$ cat src/rtl/rat_pkg.sv
package rat_pkg;

	// Default sizes of the tracker.
	localparam int CHANNELS_DEF      = 8;
	localparam int PENDING_DEPTH_DEF = 256;
	localparam int MAX_PACKET_DEF    = 1400;

	// Fixed protocol constants.
	localparam int          HEADER_BYTES = 14;
	localparam int          ACK_WINDOW   = 32;
	localparam logic [15:0] HALF_RANGE   = 16'd32767;
	localparam int          COUNT_W      = 9;

	// Item kinds.
	localparam logic ACT_SEND = 1'b0;
	localparam logic ACT_RECV = 1'b1;

	// Result status codes.
	typedef enum logic [2:0] {
		ST_OK          = 3'd0,
		ST_PAYLOAD     = 3'd1,
		ST_SHORT       = 3'd2,
		ST_PROTO       = 3'd3,
		ST_BAD_CHANNEL = 3'd4,
		ST_FULL        = 3'd5
	} status_t;

	// Controller states.
	typedef enum logic [1:0] {
		S_IDLE,
		S_CHECK,
		S_WALK,
		S_FINISH
	} state_t;

	// Commands from the controller to the datapath.
	typedef struct packed {
		logic load;
		logic walk_init;
		logic walk;
		logic finish;
	} cmd_t;

	// Status from the datapath to the controller.
	typedef struct packed {
		logic recv_go;
		logic rd_left;
		logic inflight;
	} sts_t;

	// True when sequence a is newer than b, modulo 65536.
	function automatic logic seq_newer(input logic [15:0] a, input logic [15:0] b);
		logic [15:0] d_ab;
		logic [15:0] d_ba;
		d_ab = a - b;
		d_ba = b - a;
		return ((a > b) && (d_ab <= HALF_RANGE)) || ((a < b) && (d_ba > HALF_RANGE));
	endfunction

	// True when sequence s is acknowledged by ack or by one of the ack bits.
	function automatic logic is_acked(input logic [15:0] s, input logic [15:0] ack,
			input logic [31:0] bits);
		logic [15:0] diff;
		logic [4:0]  pos;
		diff = ack - s;
		pos  = diff[4:0] - 5'd1;
		return (diff == 16'd0) || ((diff < 16'(ACK_WINDOW)) && bits[pos]);
	endfunction

endpackage

$ cat src/rtl/rat_ctrl.sv
module rat_ctrl (
	input  logic          clk,
	input  logic          arst_n,
	input  logic          start,
	output logic          busy,
	output rat_pkg::cmd_t cmd,
	input  rat_pkg::sts_t sts
);

	import rat_pkg::*;

	state_t state_q;
	state_t state_d;

	// State register.
	always_ff @(posedge clk or negedge arst_n) begin
		if (!arst_n) begin
			state_q <= S_IDLE;
		end else begin
			state_q <= state_d;
		end
	end

	// Next state.
	always_comb begin
		state_d = state_q;
		unique case (state_q)
			S_IDLE: begin
				if (start) begin
					state_d = S_CHECK;
				end
			end
			S_CHECK: begin
				state_d = sts.recv_go ? S_WALK : S_FINISH;
			end
			S_WALK: begin
				if (!sts.rd_left && !sts.inflight) begin
					state_d = S_FINISH;
				end
			end
			S_FINISH: begin
				state_d = S_IDLE;
			end
			default: begin
				state_d = S_IDLE;
			end
		endcase
	end

	// Commands to the datapath.
	always_comb begin
		busy          = (state_q != S_IDLE);
		cmd.load      = (state_q == S_IDLE) && start;
		cmd.walk_init = (state_q == S_CHECK) && sts.recv_go;
		cmd.walk      = (state_q == S_WALK);
		cmd.finish    = (state_q == S_FINISH);
	end

endmodule

$ cat config.mk
export PLATFORM = sky130hd
export DESIGN_NAME = rat_ctrl
export DESIGN_NICKNAME = d
export VERILOG_FILES = /design/src/rtl/rat_pkg.sv /design/src/rtl/rat_ctrl.sv
export SDC_FILE = /design/constraint.sdc
export NUM_CORES = 1
export LEC_CHECK = 0
export BUFFER_PORTS_ARGS = -buffer_cell sky130_fd_sc_hd__buf_2
export CORE_AREA = 10 10 47 49
export CTS_CLUSTER_DIAMETER = 30
export DETAILED_ROUTE_END_ITERATION = 8
export DIE_AREA = 0 0 57 59
export PLACE_DENSITY = 0.41
export SLEW_MARGIN = 20
export SYNTH_ARGS = -nofsm -noshare
export SYNTH_HDL_FRONTEND = slang
export SYNTH_SLANG_ARGS = --single-unit
$ cat constraint.sdc
create_clock -name clk -period 1.65 [get_ports clk]
set_input_delay 0 -clock clk [delete_from_list [all_inputs] [get_ports clk]]
set_output_delay 0 -clock clk [all_outputs]
set_load 0.1 [all_outputs]
==> metrics.yaml, run 1 <==
drc: 0
fillerInstances: 160
wire_per_inst_um: 9.90
cp.required_ns: 1.65
htreeDepth: 1
hp-class: "in2async"
clkTransAtPathRegs_ns: 0.03
slew_headroom_pct: 67.5
routed_wl_um: 495
cts_setup_buffers: 0
setup_violations: 0
drtPass1Iterations: 2
fin_ws_ns: 0.136
cp_slowest_stage_delay_ns: 0.42
cpMaxStageDelayCell: "buf_2"
largest_reg_flops: 2
die_width_um: 57
synthCells: 20
antenna_cells: 0
ys_ff_latch: 2
startpoint_type: "flip-flop"
largest-register: "state_q"
worst_slew_pin_slew_ns: 0.490
finalCritPeriodShare_pct: 91.8
rsz0062_at_grt: "false"
cp.arrival_ns: 1.51
clk_latency_ns: 0.22
rr_worst_depth: 5
multi_input_area_um2: 130
outcome: "completed"
vias: 182
io_pins: 11
drv_slew: 0
syn_avg_cell_area_um2: 9.63
viasPerCell: 3.64
pre_cts_slack_ns: 0.349
seq_area_um2: 50.0
globalplace.congestion: 0.639
critPathBufInv: 2
critical_path.top_delay_family: "buffers and inverters"
grt_pass1_vias: 197
drive_gt1_share_pct: 44.1
areaGrowthSynthToFinish_pct: 54.5
reg2reg_to: "state_q[0]"
yosysSeqAreaShare_pct: 26.0
start_util_pct: 13.8
fmax_ghz: 0.660
numCtsBuffers: 3
die_y_um: 59
cp_max_fo: 5
clkSinkCount: 2
ys_warn_count: 0
rrSetupSlack_ns: 0.41
port_buffers: 10
r2r-start: "state_q[0]"
synthesis.area_um2: 193
root_buffer: "clkbuf_4"
antenna_found_initial: 0
die_area_um2: 3360
cp-end-kind: "output pin"
hold_viol_final: 0
clock_skew_ns: 0.00323
syn-num-nets: 31
grt_use_total_pct: 3.29
finalCriticalPeriod_ns: 1.51
crit_chain: "inv_1, ha_1, and2_1, buf_2"
grt_pass1_wl_um: 834
core_area_um2: 1400
finalNetCount: 47
cts_resized: 0
fin_tns_setup_ns: 0
grt_max_degree: 6
clk_path_buf_depth: 2
rows: 14
criticalPathCategory: "reg2out"
reg_top3: "state_q x2"
grt_overflow: 0
drv_cap: 0
cts_tree: "done"
drtIter0Drc: 2
synth_cell_types: 11
ant_nets: 0
-- placed cells by master, fill, tap and decap left out --
cell and count:
nand2b_1 1, ha_1 4, a31o_1 1, dfrtp_1 2, o211ai_1 1, clkbuf_4 3, and2_1 2, o21ai_2 1
buf_2 10, a32oi_1 1, dlygate4sd3_1 1, a211oi_1 1, inv_1 4, a21oi_1 1, ha_2 1
-- timing repair --
action | in CTS | in global routing
hold buffers | 1 | 0
setup endpoints to repair | 0 | 0
hold endpoints to repair | 2 | 0
-- metal layers --
layer	part of all wire [%]	vias up	track usage [%]	routed length [µm]
li1	-	97	-	-
met1	47	77	3.45	231
met2	41	8	3.88	201
met3	13	0	2.15	62
met4	0	0	4.03	0
met5	0	-	0	0
-- logic make-up after synthesis --
logic type | count (synthesis) | share of synthesized area (%)
AND/OR/NAND/NOR | 3 | 9.74
buffers and inverters | 4 | 7.79
AO/OA/AOI/OAI | 6 | 24.0
flip-flops | 2 | 26.0
adder cells (fa/ha/maj) | 5 | 32.5
-- stage by stage --
stage / hold WS (ns) / utilization (%) / std cells / instance area, µm²
5_1_grt: 0.0875 / 21.3 / 50 / 298
3_3_place_gp: -0.213 / 18.9 / 46 / 265
6_report: 0.0958 / 21.3 / 50 / 298
4_1_cts: 0.0764 / 21.3 / 50 / 298
2_1_floorplan: -0.296 / - / 20 / 195
3_5_place_dp: -0.213 / 18.9 / 46 / 265
-- cells in the mapped netlist --
library cell | number | share of area [%]
a211oi_1 | 1 | 3.9
a21oi_1 | 1 | 2.6
a31o_1 | 1 | 4.5
a32oi_1 | 1 | 4.5
and2_1 | 2 | 6.5
dfrtp_1 | 2 | 26
ha_1 | 5 | 32
inv_1 | 4 | 7.8
nand2b_1 | 1 | 3.2
o211ai_1 | 1 | 3.9
o21ai_2 | 1 | 4.5
-- worst max path at each step --
stage,from,to,slack [ns],cells after the start
6_report,state_q[0],cmd[3],0.14,4
5_1_grt,state_q[0],cmd[3],0.05,4
4_1_cts,state_q[0],cmd[3],0.11,4
3_5_place_dp,state_q[0],cmd[3],0.35,4
3_3_place_gp,state_q[0],cmd[3],0.36,4
2_1_floorplan,state_q[0],state_q[1],0.12,4
-- area by class of cell --
type                    instances  share of cell area, %
repair buffers                 11                   20.2
flip-flops and latches          2                   16.8
well taps                      16                   6.72
clock buffers                   3                   7.56
inverters                       4                   5.04
multi-input cells              14                   43.7
Power of run 1 is left out: the tool's default activity adds up to more than one toggle a clock period on the data nets, which glitch-free logic cannot reach.
==> inputs of run 2 (changes only) <==
--- a/config.mk
+++ b/config.mk
@@ -5,12 +5,12 @@
 export SDC_FILE = /design/constraint.sdc
 export NUM_CORES = 1
 export LEC_CHECK = 0
-export BUFFER_PORTS_ARGS = -buffer_cell sky130_fd_sc_hd__buf_2
 export CORE_AREA = 10 10 47 49
 export CTS_CLUSTER_DIAMETER = 30
 export DETAILED_ROUTE_END_ITERATION = 8
 export DIE_AREA = 0 0 57 59
-export PLACE_DENSITY = 0.41
+export DONT_BUFFER_PORTS = 1
+export PLACE_DENSITY = 0.34
 export SLEW_MARGIN = 20
 export SYNTH_ARGS = -nofsm -noshare
 export SYNTH_HDL_FRONTEND = slang
==> metrics.yaml, run 2 (synthesis gave the netlist of run 1 again) <==
outcome: "completed"  # unchanged
core_area_um2: 1400  # unchanged
root_buffer: "clkbuf_4"  # unchanged
hold_viol_final: 0  # unchanged
worst_slew_pin_slew_ns: 0.281  # was 0.490 ns
hp-class: "in2async"  # unchanged
clock_skew_ns: 0.00199  # was 0.00323 ns
final_common_cell: "buf_4"  # was buf_2
cts_tree: "done"  # unchanged
crit_chain: "inv_1, ha_1, and2_1, buf_4"  # was inv_1, ha_1, and2_1, buf_2
reg_top3: "state_q x2"  # unchanged
die_width_um: 57  # unchanged
htreeDepth: 1  # unchanged
globalplace.congestion: 0.604  # was 0.639
cp-end-kind: "output pin"  # unchanged
fmax_ghz: 0.736  # was 0.660 GHz
cts_setup_buffers: 0  # unchanged
finalCriticalPeriod_ns: 1.36  # was 1.51 ns
finalNetCount: 42  # was 47
areaGrowthSynthToFinish_pct: 48.1  # was 54.5%
cp.arrival_ns: 1.36  # was 1.51 ns
vias: 166  # was 182
cp.required_ns: 1.65  # about the same
die_y_um: 59  # unchanged
grt_max_degree: 6  # unchanged
fillerInstances: 159  # was 160
largest-register: "state_q"  # unchanged
io_pins: 11  # unchanged
startpoint_type: "flip-flop"  # unchanged
wire_per_inst_um: 10.1  # was 9.90 µm
drv_slew: 0  # unchanged
rr_worst_depth: 5  # unchanged
fin_tns_setup_ns: 0  # unchanged
grt_pass1_wl_um: 641  # was 834 µm
grt_pass1_vias: 168  # was 197
slew_headroom_pct: 81.5  # was 67.5%
clk_latency_ns: 0.22  # about the same
routed_wl_um: 453  # was 495 µm
drtPass1Iterations: 2  # unchanged
drv_cap: 0  # unchanged
cpMaxStageDelayCell: "dfrtp_1"  # was buf_2
clk_path_buf_depth: 2  # unchanged
cp_max_fo: 5  # unchanged
finalCritPeriodShare_pct: 82.3  # was 91.8%
drive_gt1_share_pct: 34.5  # was 44.1%
die_area_um2: 3360  # unchanged
start_util_pct: 13.8  # unchanged
setup_violations: 0  # unchanged
hpwl_um: 412
drc: 0  # unchanged
port_buffers: 0  # was 10
antenna_found_initial: 0  # unchanged
rsz0062_at_grt: "false"  # unchanged
antenna_cells: 0  # unchanged
grt_use_total_pct: 2.68  # was 3.29%
rows: 14  # unchanged
largest_reg_flops: 2  # unchanged
drtIter0Drc: 3  # was 2
numCtsBuffers: 3  # unchanged
mostFrequentLayoutCells: "buf_4, inv_1, ha_1"  # was buf_2, inv_1, ha_1
ant_nets: 0  # unchanged
viasPerCell: 3.69  # was 3.64
rrSetupSlack_ns: 0.41  # about the same
clkTransAtPathRegs_ns: 0.03  # about the same
criticalPathCategory: "reg2out"  # unchanged
clkSinkCount: 2  # unchanged
grt_overflow: 0  # unchanged
cp_slowest_stage_delay_ns: 0.38  # was 0.42 ns
-- run 2: changes by cell type in the layout (fill, tap and decap cells not counted) --
| cell | change |
|---|---|
| buf_2 | -10 |
| buf_4 | +5 |
-- run 2: path summary, 6_finish.rpt --
| kind | from | to |
|---|---|---|
| setup reg to reg | state_q[1] | state_q[1] |
| hold reg to reg | state_q[0] | state_q[0] |
| hold / removal | arst_n | state_q[0] |
| setup / recovery | state_q[0] | cmd[3] |
| max in group asynchronous | arst_n | state_q[1] |
| min in group clk | sts[1] | state_q[0] |
-- run 2: what timing repair did --
action | CTS | global route
hold endpoints to repair | 2 | 0
resized for setup | 0 | 0
setup endpoints to repair | 0 | 0
hold buffers | 1 | 0
-- run 2: cell type report --
cell class                 count  area (µm²)  share of cell area [%]
timing repair buffer           6        47.5                    16.7
tap                           16        20.0                    7.02
multi-input combinational     14         130                    45.6
sequential                     2        50.0                    17.5
clock buffer                   3        22.5                    7.89
inverter                       4        15.0                    5.26
-- run 2: layer usage --
layer  GRT usage, %  up-vias  part of all wire, %
li1               -       87                    -
met1           2.25       73                   42
met2           3.57        6                   49
met3           3.00        0                  8.8
met4           2.01        0                    0
met5              0        -                    0
-- run 2: through the flow --
step | cell area (µm²) | setup slack (ns) | hold WS [ns] | util [%] | instances
after floorplan | 195 | 0.119 | -0.296 | - | 20
after global placement | 253 | 0.433 | -0.295 | 18.0 | 41
after detailed placement | 253 | 0.398 | -0.295 | 18.0 | 41
after CTS | 285 | 0.269 | 0.00966 | 20.4 | 45
after global routing | 285 | 0.190 | 0.00459 | 20.4 | 45
final | 285 | 0.292 | 0.0136 | 20.4 | 45
-- run 2: worst max-delay path: cells and delay by family (launching register included) --
| family | cells | cell delay [ns] |
|---|---|---|
| buffers and inverters | 2 | 0.42 |
| adder cells (fa/ha/maj) | 1 | 0.21 |
| flip-flops | 1 | 0.38 |
| AND/OR/NAND/NOR | 1 | 0.13 |
Power of run 2 is left out for the same reason.
